$ cat src/pif_pkg.sv
// Shared types and constants for the printf-style integer formatter.
package pif_pkg;

   // Conversion codes carried on the request channel.
   localparam logic [1:0] CONV_DEC       = 2'd0;
   localparam logic [1:0] CONV_HEX_LOWER = 2'd1;
   localparam logic [1:0] CONV_HEX_UPPER = 2'd2;

   // Field widths and limits.
   localparam int unsigned MAG_BITS    = 64;
   localparam int unsigned NUM_DIGITS  = 20;
   localparam int unsigned DIGIT_BITS  = NUM_DIGITS * 4;
   localparam int unsigned ND_BITS     = $clog2(NUM_DIGITS + 1);
   localparam int unsigned LEN_BITS    = 6;
   localparam int unsigned CHARS_BITS  = 32;
   localparam logic [LEN_BITS-1:0] MAX_FIELD = 6'd56;

   // ASCII characters used in the output text.
   localparam logic [7:0] CHAR_SPACE     = 8'h20;
   localparam logic [7:0] CHAR_PLUS      = 8'h2B;
   localparam logic [7:0] CHAR_MINUS     = 8'h2D;
   localparam logic [7:0] CHAR_ZERO      = 8'h30;
   localparam logic [7:0] CHAR_X_LOWER   = 8'h78;
   localparam logic [7:0] CHAR_X_UPPER   = 8'h58;
   localparam logic [7:0] HEX_LOWER_BIAS = 8'd87;
   localparam logic [7:0] HEX_UPPER_BIAS = 8'd55;

   // One request: a value with its printf flags.
   typedef struct packed {
      logic signed [63:0] value;
      logic [1:0]         conversion;
      logic               left_justify;
      logic               zero_pad;
      logic               has_precision;
      logic               force_plus;
      logic               space_sign;
      logic               alt_prefix;
      logic [5:0]         field_width;
      logic [5:0]         precision_digits;
   } pif_req_type;

   // One response: a single output character.
   typedef struct packed {
      logic [7:0]  out_char;
      logic        last_char;
      logic [31:0] chars_so_far;
   } pif_rsp_type;

   // A converted value with its text layout, passed from front to back.
   // The e_* fields are the end positions of each region of the text.
   typedef struct packed {
      logic [DIGIT_BITS-1:0] digits;
      logic [LEN_BITS-1:0]   e_lead;
      logic [LEN_BITS-1:0]   e_pfx;
      logic [LEN_BITS-1:0]   e_sign;
      logic [LEN_BITS-1:0]   e_zpad;
      logic [LEN_BITS-1:0]   e_prec;
      logic [LEN_BITS-1:0]   e_dig;
      logic [LEN_BITS-1:0]   e_total;
      logic [7:0]            sign_char;
      logic                  upper;
   } pif_job_type;

endpackage

$ cat src/pif_front.sv
// Front end: accepts a request, converts the magnitude to digits and lays out the text.
module pif_front (
   input  logic                 clock,
   input  logic                 reset,
   input  logic                 req_valid,
   output logic                 req_ready,
   input  pif_pkg::pif_req_type req_data,
   output logic                 push,
   input  logic                 full,
   output pif_pkg::pif_job_type job
);

   localparam int unsigned ITER_BITS = $clog2(pif_pkg::MAG_BITS);

   typedef enum logic [5:0] {
      F_IDLE   = 6'b000001,
      F_CONV   = 6'b000010,
      F_COUNT  = 6'b000100,
      F_LAYOUT = 6'b001000,
      F_PAD    = 6'b010000,
      F_PUSH   = 6'b100000
   } front_state_type;

   front_state_type                  state_ff, state_in;
   logic [pif_pkg::MAG_BITS-1:0]     mag_ff, mag_in;
   logic [pif_pkg::DIGIT_BITS-1:0]   bcd_ff, bcd_in;
   logic [ITER_BITS-1:0]             iter_ff, iter_in;
   logic [pif_pkg::ND_BITS-1:0]      nd_ff, nd_in;
   logic [pif_pkg::LEN_BITS-1:0]     zeros_ff, zeros_in;
   logic [pif_pkg::LEN_BITS-1:0]     pad_ff, pad_in;
   logic [pif_pkg::LEN_BITS-1:0]     width_ff, width_in;
   logic [pif_pkg::LEN_BITS-1:0]     prec_ff, prec_in;
   logic [7:0]                       sign_ff, sign_in;
   logic                             has_sign_ff, has_sign_in;
   logic                             prefix_ff, prefix_in;
   logic                             upper_ff, upper_in;
   logic                             left_ff, left_in;
   logic                             zfill_ff, zfill_in;

   logic                             accept;
   logic                             neg;
   logic                             is_hex;
   logic [pif_pkg::MAG_BITS-1:0]     abs_val;
   logic [pif_pkg::DIGIT_BITS-1:0]   bcd_adj;
   logic [pif_pkg::ND_BITS-1:0]      nd_calc;
   logic [pif_pkg::LEN_BITS:0]       body;
   logic [pif_pkg::LEN_BITS-1:0]     lead_len;
   logic [pif_pkg::LEN_BITS-1:0]     zpad_len;
   logic [pif_pkg::LEN_BITS-1:0]     trail_len;

   assign req_ready = (state_ff == F_IDLE);
   assign accept    = req_valid && req_ready;

   // Classify the incoming request.
   assign neg     = req_data.value[63];
   assign abs_val = neg ? (64'd0 - req_data.value) : req_data.value;
   assign is_hex  = (req_data.conversion == pif_pkg::CONV_HEX_LOWER) ||
                    (req_data.conversion == pif_pkg::CONV_HEX_UPPER);

   // Double-dabble correction: every BCD digit of five or more gets three added.
   always_comb begin
      for (int i = 0; i < pif_pkg::NUM_DIGITS; i++) begin
         if (bcd_ff[i*4 +: 4] >= 4'd5) begin
            bcd_adj[i*4 +: 4] = bcd_ff[i*4 +: 4] + 4'd3;
         end else begin
            bcd_adj[i*4 +: 4] = bcd_ff[i*4 +: 4];
         end
      end
   end

   // Digit count: position of the highest nonzero digit, at least one.
   always_comb begin
      nd_calc = pif_pkg::ND_BITS'(1);
      for (int i = 0; i < pif_pkg::NUM_DIGITS; i++) begin
         if (bcd_ff[i*4 +: 4] != 4'd0) begin
            nd_calc = pif_pkg::ND_BITS'(i + 1);
         end
      end
   end

   // Text length before padding.
   always_comb begin
      body = (pif_pkg::LEN_BITS+1)'(nd_ff) + (pif_pkg::LEN_BITS+1)'(zeros_ff) +
             (pif_pkg::LEN_BITS+1)'(has_sign_ff) +
             (prefix_ff ? (pif_pkg::LEN_BITS+1)'(2) : '0);
   end

   // Region lengths and end positions of the laid-out text.
   assign lead_len  = (!left_ff && !zfill_ff) ? pad_ff : '0;
   assign zpad_len  = zfill_ff ? pad_ff : '0;
   assign trail_len = left_ff ? pad_ff : '0;

   always_comb begin
      job.digits    = bcd_ff;
      job.e_lead    = lead_len;
      job.e_pfx     = job.e_lead + (prefix_ff ? pif_pkg::LEN_BITS'(2) : '0);
      job.e_sign    = job.e_pfx + pif_pkg::LEN_BITS'(has_sign_ff);
      job.e_zpad    = job.e_sign + zpad_len;
      job.e_prec    = job.e_zpad + zeros_ff;
      job.e_dig     = job.e_prec + pif_pkg::LEN_BITS'(nd_ff);
      job.e_total   = job.e_dig + trail_len;
      job.sign_char = sign_ff;
      job.upper     = upper_ff;
   end

   assign push = (state_ff == F_PUSH) && !full;

   // Sequencer: convert (decimal only), count, lay out, size the padding, then hand the job over.
   always_comb begin
      state_in    = state_ff;
      mag_in      = mag_ff;
      bcd_in      = bcd_ff;
      iter_in     = iter_ff;
      nd_in       = nd_ff;
      zeros_in    = zeros_ff;
      pad_in      = pad_ff;
      width_in    = width_ff;
      prec_in     = prec_ff;
      sign_in     = sign_ff;
      has_sign_in = has_sign_ff;
      prefix_in   = prefix_ff;
      upper_in    = upper_ff;
      left_in     = left_ff;
      zfill_in    = zfill_ff;
      case (state_ff)
         F_IDLE: begin
            if (accept) begin
               mag_in   = abs_val;
               iter_in  = '0;
               width_in = (req_data.field_width > pif_pkg::MAX_FIELD) ?
                          pif_pkg::MAX_FIELD : req_data.field_width;
               if (!req_data.has_precision) begin
                  prec_in = '0;
               end else if (req_data.precision_digits > pif_pkg::MAX_FIELD) begin
                  prec_in = pif_pkg::MAX_FIELD;
               end else begin
                  prec_in = req_data.precision_digits;
               end
               has_sign_in = neg || req_data.force_plus || req_data.space_sign;
               if (neg) begin
                  sign_in = pif_pkg::CHAR_MINUS;
               end else if (req_data.force_plus) begin
                  sign_in = pif_pkg::CHAR_PLUS;
               end else begin
                  sign_in = pif_pkg::CHAR_SPACE;
               end
               prefix_in = is_hex && req_data.alt_prefix && (abs_val != '0);
               upper_in  = (req_data.conversion == pif_pkg::CONV_HEX_UPPER);
               left_in   = req_data.left_justify;
               zfill_in  = !req_data.left_justify && req_data.zero_pad &&
                           !req_data.has_precision;
               if (is_hex) begin
                  bcd_in   = pif_pkg::DIGIT_BITS'(abs_val);
                  state_in = F_COUNT;
               end else begin
                  bcd_in   = '0;
                  state_in = F_CONV;
               end
            end
         end
         F_CONV: begin
            bcd_in  = {bcd_adj[pif_pkg::DIGIT_BITS-2:0], mag_ff[pif_pkg::MAG_BITS-1]};
            mag_in  = {mag_ff[pif_pkg::MAG_BITS-2:0], 1'b0};
            iter_in = iter_ff + ITER_BITS'(1);
            if (iter_ff == {ITER_BITS{1'b1}}) begin
               state_in = F_COUNT;
            end
         end
         F_COUNT: begin
            nd_in    = nd_calc;
            state_in = F_LAYOUT;
         end
         F_LAYOUT: begin
            zeros_in = (prec_ff > pif_pkg::LEN_BITS'(nd_ff)) ?
                       (prec_ff - pif_pkg::LEN_BITS'(nd_ff)) : '0;
            state_in = F_PAD;
         end
         F_PAD: begin
            pad_in = ((pif_pkg::LEN_BITS+1)'(width_ff) > body) ?
                     (width_ff - body[pif_pkg::LEN_BITS-1:0]) : '0;
            state_in = F_PUSH;
         end
         F_PUSH: begin
            if (push) begin
               state_in = F_IDLE;
            end
         end
         default: begin
            state_in = F_IDLE;
         end
      endcase
   end

   // The pad register is written in its own state, so every field of the job
   // is settled by the time the hand-over state is entered.
   always_ff @(posedge clock) begin
      if (reset) begin
         state_ff <= F_IDLE;
      end else begin
         state_ff <= state_in;
      end
   end

   always_ff @(posedge clock) begin
      mag_ff      <= mag_in;
      bcd_ff      <= bcd_in;
      iter_ff     <= iter_in;
      nd_ff       <= nd_in;
      zeros_ff    <= zeros_in;
      pad_ff      <= pad_in;
      width_ff    <= width_in;
      prec_ff     <= prec_in;
      sign_ff     <= sign_in;
      has_sign_ff <= has_sign_in;
      prefix_ff   <= prefix_in;
      upper_ff    <= upper_in;
      left_ff     <= left_in;
      zfill_ff    <= zfill_in;
   end

endmodule

$ cat src/pif_fifo.sv
// Two-entry job queue between the converter and the character emitter.
module pif_fifo (
   input  logic                 clock,
   input  logic                 reset,
   input  logic                 push,
   input  pif_pkg::pif_job_type push_data,
   output logic                 full,
   input  logic                 pop,
   output logic                 not_empty,
   output pif_pkg::pif_job_type head
);

   localparam int unsigned DEPTH     = 2;
   localparam int unsigned PTR_BITS  = $clog2(DEPTH);
   localparam int unsigned CNT_BITS  = $clog2(DEPTH + 1);

   pif_pkg::pif_job_type  entry_ff [DEPTH];
   logic [PTR_BITS-1:0]   wr_ptr_ff, wr_ptr_in;
   logic [PTR_BITS-1:0]   rd_ptr_ff, rd_ptr_in;
   logic [CNT_BITS-1:0]   count_ff, count_in;

   assign full      = (count_ff == CNT_BITS'(DEPTH));
   assign not_empty = (count_ff != '0);
   assign head      = entry_ff[rd_ptr_ff];

   // Pointer and occupancy update.
   always_comb begin
      wr_ptr_in = push ? (wr_ptr_ff + PTR_BITS'(1)) : wr_ptr_ff;
      rd_ptr_in = pop ? (rd_ptr_ff + PTR_BITS'(1)) : rd_ptr_ff;
      count_in  = count_ff + CNT_BITS'(push) - CNT_BITS'(pop);
   end

   always_ff @(posedge clock) begin
      if (reset) begin
         wr_ptr_ff <= '0;
         rd_ptr_ff <= '0;
         count_ff  <= '0;
      end else begin
         wr_ptr_ff <= wr_ptr_in;
         rd_ptr_ff <= rd_ptr_in;
         count_ff  <= count_in;
      end
   end

   always_ff @(posedge clock) begin
      if (push) begin
         entry_ff[wr_ptr_ff] <= push_data;
      end
   end

endmodule

$ cat src/pif_back.sv
// Back end: emits the head job's laid-out text, one character per cycle unless stalled.
module pif_back #(
   parameter int unsigned COUNT_BITS = 32
) (
   input  logic                 clock,
   input  logic                 reset,
   input  logic                 job_valid,
   input  pif_pkg::pif_job_type job,
   output logic                 pop,
   output logic                 rsp_valid,
   input  logic                 rsp_ready,
   output pif_pkg::pif_rsp_type rsp_data
);

   logic [pif_pkg::LEN_BITS-1:0] pos_ff, pos_in;
   logic [COUNT_BITS-1:0]        total_ff, total_in;
   logic                         valid_ff, valid_in;
   pif_pkg::pif_rsp_type         data_ff, data_in;

   logic                         advance;
   logic                         is_last;
   logic [pif_pkg::LEN_BITS-1:0] dig_pos;
   logic [3:0]                   digit;
   logic [7:0]                   digit_char;
   logic [7:0]                   cur_char;
   logic [pif_pkg::CHARS_BITS-1:0] chars_out;

   // A new character moves into the output register when it is empty or draining.
   assign advance = job_valid && (!valid_ff || rsp_ready);
   assign is_last = (pos_ff == (job.e_total - pif_pkg::LEN_BITS'(1)));
   assign pop     = advance && is_last;

   // Digits are stored least significant first; the text shows them most significant first.
   assign dig_pos = job.e_dig - pif_pkg::LEN_BITS'(1) - pos_ff;
   assign digit   = job.digits[{dig_pos[pif_pkg::ND_BITS-1:0], 2'b00} +: 4];

   always_comb begin
      if (digit < 4'd10) begin
         digit_char = pif_pkg::CHAR_ZERO + 8'(digit);
      end else if (job.upper) begin
         digit_char = pif_pkg::HEX_UPPER_BIAS + 8'(digit);
      end else begin
         digit_char = pif_pkg::HEX_LOWER_BIAS + 8'(digit);
      end
   end

   // Pick the character by the region that the current position falls in.
   always_comb begin
      if (pos_ff < job.e_lead) begin
         cur_char = pif_pkg::CHAR_SPACE;
      end else if (pos_ff < job.e_pfx) begin
         if (pos_ff == job.e_lead) begin
            cur_char = pif_pkg::CHAR_ZERO;
         end else begin
            cur_char = job.upper ? pif_pkg::CHAR_X_UPPER : pif_pkg::CHAR_X_LOWER;
         end
      end else if (pos_ff < job.e_sign) begin
         cur_char = job.sign_char;
      end else if (pos_ff < job.e_prec) begin
         cur_char = pif_pkg::CHAR_ZERO;
      end else if (pos_ff < job.e_dig) begin
         cur_char = digit_char;
      end else begin
         cur_char = pif_pkg::CHAR_SPACE;
      end
   end

   // The running total is reported after counting the current character.
   assign total_in = advance ? (total_ff + COUNT_BITS'(1)) : total_ff;

   generate
      if (COUNT_BITS >= pif_pkg::CHARS_BITS) begin : g_wide_count
         assign chars_out = total_in[pif_pkg::CHARS_BITS-1:0];
      end else begin : g_narrow_count
         assign chars_out = {{(pif_pkg::CHARS_BITS-COUNT_BITS){1'b0}}, total_in};
      end
   endgenerate

   always_comb begin
      pos_in   = pos_ff;
      valid_in = valid_ff;
      data_in  = data_ff;
      if (advance) begin
         pos_in                = is_last ? '0 : (pos_ff + pif_pkg::LEN_BITS'(1));
         valid_in              = 1'b1;
         data_in.out_char      = cur_char;
         data_in.last_char     = is_last;
         data_in.chars_so_far  = chars_out;
      end else if (rsp_ready) begin
         valid_in = 1'b0;
      end
   end

   always_ff @(posedge clock) begin
      if (reset) begin
         pos_ff   <= '0;
         total_ff <= '0;
         valid_ff <= 1'b0;
      end else begin
         pos_ff   <= pos_in;
         total_ff <= total_in;
         valid_ff <= valid_in;
      end
   end

   always_ff @(posedge clock) begin
      data_ff <= data_in;
   end

   assign rsp_valid = valid_ff;
   assign rsp_data  = data_ff;

endmodule

$ cat src/printf_integer_formatter_core.sv
// Top level of the printf-style integer formatter (%d, %i, %u, %x, %X).
//
//   Channel   Direction  Payload                 Meaning
//   req_      in         pif_pkg::pif_req_type   one value with its flags
//   rsp_      out        pif_pkg::pif_rsp_type   one character of the text
//
// The front end takes one value at a time: it accepts the value, runs the
// binary-to-BCD conversion for decimal (none for hex), then counts digits,
// sizes the precision zeros, sizes the padding and queues the job. The back
// end emits one character per cycle while the response side is ready, from
// the head of a two-entry queue, so the next value converts while the
// previous one is still being emitted. Reset clears the queue, the sequencer
// and the running total. A stalled response holds the back end; the front
// end waits in its hand-over state only while the queue is full.
module printf_integer_formatter_core #(
   parameter int unsigned COUNT_BITS = 32
) (
   input  logic                 clock,
   input  logic                 reset,
   input  logic                 req_valid,
   output logic                 req_ready,
   input  pif_pkg::pif_req_type req_data,
   output logic                 rsp_valid,
   input  logic                 rsp_ready,
   output pif_pkg::pif_rsp_type rsp_data
);

   pif_pkg::pif_job_type new_job;
   pif_pkg::pif_job_type head_job;
   logic                 job_push;
   logic                 job_pop;
   logic                 queue_full;
   logic                 queue_valid;

   // Converter and layout.
   pif_front u_front (
      .clock     (clock),
      .reset     (reset),
      .req_valid (req_valid),
      .req_ready (req_ready),
      .req_data  (req_data),
      .push      (job_push),
      .full      (queue_full),
      .job       (new_job)
   );

   // Job queue.
   pif_fifo u_fifo (
      .clock     (clock),
      .reset     (reset),
      .push      (job_push),
      .push_data (new_job),
      .full      (queue_full),
      .pop       (job_pop),
      .not_empty (queue_valid),
      .head      (head_job)
   );

   // Character emitter.
   pif_back #(
      .COUNT_BITS (COUNT_BITS)
   ) u_back (
      .clock     (clock),
      .reset     (reset),
      .job_valid (queue_valid),
      .job       (head_job),
      .pop       (job_pop),
      .rsp_valid (rsp_valid),
      .rsp_ready (rsp_ready),
      .rsp_data  (rsp_data)
   );

endmodule

$ cat config.mk
export PLATFORM = sky130hd
export DESIGN_NAME = printf_integer_formatter_core
export DESIGN_NICKNAME = d
export VERILOG_FILES = /design/src/pif_pkg.sv /design/src/pif_front.sv /design/src/pif_fifo.sv /design/src/pif_back.sv /design/src/printf_integer_formatter_core.sv
export SDC_FILE = /design/constraint.sdc
export NUM_CORES = 1
export LEC_CHECK = 0
export ABC_AREA = 1
export ABC_CLOCK_PERIOD_IN_PS = 22500
export BUFFER_PORTS_ARGS = -buffer_cell sky130_fd_sc_hd__buf_2
export CORE_ASPECT_RATIO = 1.4
export CORE_MARGIN = 5
export CORE_UTILIZATION = 50
export CTS_CLUSTER_SIZE = 12
export DETAILED_ROUTE_END_ITERATION = 6
export GPL_ROUTABILITY_DRIVEN = 0
export PLACE_DENSITY = 0.67
export SKIP_CTS_REPAIR_TIMING = 1
export SLEW_MARGIN = 20
export SYNTH_ARGS = -nofsm -noshare
export SYNTH_HDL_FRONTEND = slang
export SYNTH_SLANG_ARGS = --single-unit
$ cat constraint.sdc
create_clock -name clock -period 22.5 [get_ports clock]
set_input_delay 1.125 -clock clock [delete_from_list [all_inputs] [get_ports clock]]
set_output_delay 1.125 -clock clock [all_outputs]
set_load 0.01 [all_outputs]
# Yosys cells after proc, flatten, opt, wreduce, memory -nomap -nowiden
# Memories as Yosys holds them, arrays and structs flattened. A register that Yosys moved wholly into a read port is not among the register bits.
# Cells that the tools add are included.
word_totals:
  word_cells: 240
  inputBits: 88
  latch_bits: 0
  register_bits: 282
  memories: 1
  mem_bits_rw: 262
  out_inout_bits: 43
  romBits: 0
memory_table:
  columns: ["name", "words", "word_bits", "rd", "rd_ports_with_merged_regs", "write_ports", "line", "text"]
  rows:
  - ["u_fifo.entry_ff", 2, 131, 1, 1, 1, "pif_fifo.sv:17", "pif_pkg::pif_job_type entry_ff [DEPTH];"]
classes:
  order_cmp: 30
  bitwise_logic: 1
  reduce_logical: 47
  eq_ne: 15
  shift: 1
  n_div: 0
  n_addsub: 45
  n_mux: 74
  multipliers: 0
ops:
  columns: ["cell", "count"]
  rows:
  - ["two-way mux 64 bit", 3]
  - ["case mux 80 bit (2 select lines)", 1]
  - ["case mux 64 bit (2 select lines)", 1]
  - ["two-way mux 4 bit", 28]
  - ["greater-or-equal comparator 4 x 3 -> 1 bit, second input constant", 20]
  - ["two-way mux 80 bit", 1]
  - ["indexed part select 80 x 8 -> 4 bit", 1]
  - ["adder 4 x 2 -> 4 bit, second input constant", 19]
  - ["nonzero test 4 bit", 19]
  - ["nonzero test 64 bit", 1]
  - ["subtractor 1 x 64 -> 64 bit, first input constant", 1]
  - ["two-way mux 6 bit", 10]
  - ["two-way mux 8 bit", 7]
  - ["case mux 6 bit (6 select lines)", 1]
  - ["adder 32 x 1 -> 32 bit, second input constant", 1]
  - ["two-way mux 32 bit", 1]
  - ["less-than comparator 6 bit", 5]
  - ["two-way mux 3 bit", 10]
  - ["adder 6 bit", 4]
  - ["adder 6 x 4 -> 7 bit, first input constant", 2]
  - ["adder 6 x 1 -> 6 bit, second input constant", 2]
  - ["equality test 6 bit", 2]
  - ["equality test 6 bit, second input constant", 2]
  - ["> comparator 6 bit, second input constant", 2]
  - ["other kinds (39)", 69]

# Logic depth before layout (Yosys ltp)
depth:
  word_depth: 19
  mapped_depth: 27
  mapped_depth_nobuf: 27

# By module
# Synthesis repeated with hierarchy kept, for this count alone.
unflattened:
  hier_cells: 3114
  area_unflattened_um2: 30078.8
by_module_without_submodules:
  columns: ["mod", "area_each_um2", "seq_area_each_um2", "n_inst", "cells_each"]
  rows:
  - ["pif_front", 14523.9, 5735.5, 1, 1941]
  - ["pif_fifo", 10052.1, 7967.6, 1, 439]
  - ["pif_back", 5502.8, 2011.9, 1, 734]

# Worst setup path before layout
# Ideal clock, no wire load.
synth_timing:
  kind: "input-to-reg"
  start: "in req_valid"
  end: "reg u_front.bcd_ff[0] in the netlist's numbering (enable)"
  required_time_ns: 21.632
  n_path_buf: 0
  slack_ns: 10.003
  path_stages: 2
  arrival_time_ns: 11.629
  setup_ns: 0.868
  path_cell_list: "inv_1 -> o21ai_0"
synth_via:
  elab_chain_len: 3
synth_rtl:
  columns: ["element", "line", "text"]
  rows:
  - ["start: declaration", "printf_integer_formatter_core.sv:20", "input logic req_valid,"]
  - ["logical AND 1 bit", "pif_front.sv:52", "assign accept = req_valid && req_ready;"]
  - ["inequality test 2 bit (no line)", null, null]
  - ["AND reduction 2 bit (no line)", null, null]
  - ["end signal: assignment", "pif_front.sv:206", "bcd_ff <= bcd_in;"]
  - ["end: declaration", "pif_front.sv:26", "logic [pif_pkg::DIGIT_BITS-1:0] bcd_ff, bcd_in;"]
# Every way passes these cells.
# A chain may end at the register's enable or synchronous reset.

==> summary.txt <==
GRT
  – Grt total ovfl: 0
  – First-pass GRT wire length: 113000 um
  – Total track usage: 0.230
  – Vias in the first global route: 21600
  – Initial antenna violation count: 0
  – Largest net degree at the start of global routing: 151

Clock tree
  – Clock tree buffer depth: 3
  – CTS tree: built
  – Max H-tree Level: 2
  – CTS clk-pin slew, worst paths: 0.06 ns
  – Clk_lat worst skew: 0.58 ns
  – CTS Root Cell: clkbuf_16
  – CTS sink cnt: 515
  – CTS Buf Count: 51

Worst setup path
  – Worst Setup Path Type: reg2reg
  – Critical Path End Type: flop
  – Crit Reg-Reg Endpoint: u_back.rsp_data[37]
  – Worst-path fanout max: 83
  – Worst Reg2Reg Path Length in Cells: 19
  – Setup crit start kind: flop
  – Register-to-register setup slack: 17.12 ns
  – Worst Path Required: 22.82 ns
  – Critical Path AT: 5.70 ns

Placed design
  – DP HPWL: 53400 um
  – IO buf count: 129

Die
  – Starting density of the core: 0.502
  – Die H: 291 um
  – Ports: 131
  – Die Area: 61200 sq um
  – Rows: 103
  – Core Box Area: 56100 sq um
  – Chip Width: 211 um

Power and ir drop
  – Power density cells: 75.3 nW/um^2
  – Lkg Pwr: 12.6 nW
  – Max VDD drop: 62.8 uV
  – Total power: 2.33 mW

Routing
  – 1st-pass router iterations: 6
  – DRT iter0 DRCs: 1706
  – Routed wire length: 72600 um
  – DRC viols: 0
  – Vias per cell: 5.50
  – Antenna viol nets, final: 0
  – Via Count: 21800
  – DR WL/cell: 18.3 um

Min path
  – Hold path cells: 0
  – Worst hold path class: reg2reg
  – Hold path start: u_front.sign_ff[0]
  – Hold Path End: u_fifo.entry_ff[1][4]

Logic synthesis
  – Net count after synthesis: 3311
  – Compound-Gate Fraction of Synth Area: 0.0897
  – Yosys reg bits: 515
  – Adder-cell area share of the yosys netlist: 0.0631
  – Main synth FF type: edfxtp_1
  – EDFF count, synth: 465
  – Synth warn: 0
  – Synthesized cell area: 28200 sq um
  – Mean post-synth cell area: 9.12 sq um
  – Synth Area in XOR/XNOR: 0.0325
  – Seq/Total Area, Yosys: 0.531
  – Multiplexer share of the synthesized area: 0.00937
  – Distinct cells, synth: 59
  – Post-synth ARST share: 0
  – Simple-gate portion of the synthesized area: 0.214
  – Main combinational cell family by area after synthesis: simple AND/OR/NAND/NOR gates
  – Syn Inst Count: 3087

Timing
  – Fmax: 186 MHz
  – Slew @ Worst Pin: 1.10 ns
  – Post-route clock period utilization: 0.239
  – Minimum clock period: 5.38 ns
  – Unrepaired setup endpoints after global routing: no
  – Rel. slew slack: 0.268
  – TNS Setup: 0 ns
  – # setup viols final: 0
  – Slew Viols, Final: 0
  – Clock skew: 0.0213 ns
  – Final hold violation count: 0

Cells and area
  – Proportion of layout cells with a drive suffix above 1: 0.0840
  – Commonest non-fill, non-tap cell in the layout: nand2_1
  – P&R area growth vs syn: 10.1%
  – Final core occ: 0.553
  – Fill cell count: 4997
  – Antenna diodes: 0
  – Most frequent cells in the layout: nand2_1, edfxtp_1, nor2_1, inv_1, o21ai_0
  – Layout net count: 3425

Run
  – Total of max-cap violations: 0

Run status
  – Status: complete, no violations
[synth_stat cells, types with 4 or more instances]
master,n,area [sq um]
o211ai_1,29,218
edfxtp_1,465,14000
nand3b_1,9,67.6
ha_1,126,1580
buf_1,6,22.5
nor4_1,13,81.3
o21a_1,5,37.5
fa_1,10,200
o31ai_1,13,97.6
a21o_1,5,37.5
buf_2,21,105
o221ai_1,6,52.6
o22ai_1,15,93.8
and2_1,15,93.8
nand2_2,4,25.0
nand3_1,180,901
inv_1,349,1310
xnor2_1,26,228
nor2_2,10,62.6
a31oi_1,7,43.8
o32ai_1,9,78.8
nor3b_1,4,30.0
o21ai_0,200,1000
nand2_1,717,2690
a21oi_1,109,546
xor2_1,71,622
dfxtp_1,50,1000
o21ai_1,5,25.0
o2bb2ai_1,12,105
a32o_1,6,60.1
a211oi_1,6,45.0
clkbuf_1,54,203
nand4_1,41,257
nor2_1,370,1390
mux2i_1,25,250
nor3_1,29,145
or2_2,27,169
[through the flow]
step                      hold slack, ns  setup slack [ns]  instances  cell area, sq um
after floorplan                    0.421             10.00       3087             28200
after global placement             0.429             17.34       3883             29500
after detailed placement           0.432             17.20       3883             29500
after CTS                          0.446             17.16       3960             31000
after global routing               0.474             16.71       3960             31000
final                              0.451             17.12       3960             31000
[where the power goes]
part	total (mW)	internal, mW	switching (mW)	leakage (nW)
logic	0.364	0.121	0.243	7.22
clock network	0.774	0.430	0.344	0.705
registers	1.19	1.15	0.0488	4.70
total	2.33	1.70	0.636	12.6
[how the worst max path moves through the flow]
stage	slack, ns	endpoint	startpoint
after CTS	17.16	u_back.rsp_data[37]	flop
final	17.12	u_back.rsp_data[37]	flop
after global routing	16.71	u_back.rsp_data[37]	flop
after detailed placement	17.20	u_back.rsp_data[37]	flop
after global placement	17.34	u_back.rsp_data[37]	flop
after floorplan	10.00	u_front.bcd_ff[0]	req_valid
[sequential cells by signal, summed over array words and instances, names as in the netlist, 32 cells and up, named ones only]
register / flops
u_front.mag_ff: 64
u_back.total_ff: 32
u_front.bcd_ff: 80
u_back.rsp_data: 40
u_fifo.entry_ff: 238
[critical path, cell delays in order, from the launching register on]
cell	delay [ns]
dfxtp_4	0.60
inv_2	0.26
buf_4	0.69
nand2_1	0.10
nand2_1	0.13
ha_1	0.18
inv_1	0.06
fa_1	1.02
inv_1	0.58
o211ai_1	0.24
nand3_1	0.11
nand3_1	0.17
nand3_1	0.12
nand2_1	0.16
inv_1	0.08
ha_1	0.23
nand2_1	0.08
nand2_1	0.06
o21bai_1	0.13
a21oi_1	0.09
[routing by layer]
metal,global-route usage,part of all wire,vias up
li1,-,-,10600
met1,0.268,0.38,10200
met2,0.412,0.51,738
met3,0.0215,0.044,219
met4,0.129,0.066,0
met5,0,0,-
[cell type report]
type | instances | area [sq um] | share of cell area
Sequential cell | 515 | 15000 | 0.483
Clock buffer | 66 | 1350 | 0.0437
Multi-Input combinational cell | 2133 | 11500 | 0.372
Timing Repair Buffer | 147 | 793 | 0.0256
Tap cell | 735 | 920 | 0.0297
Clock inverter | 11 | 95.1 | 0.00307
Inverter | 353 | 1330 | 0.0428
[cells by family (layout without fill, tap and decap cells)]
family          after synthesis  in the layout
simple gates               1432           1432
compound gates              437            437
fa+ha+maj                   136            136
flops                       515            515
xor+xnor                    101            101
other cells                   1              1
buf+inv                     439            577
mux                          26             26
Note: power is estimated with default switching activity, not from simulation.
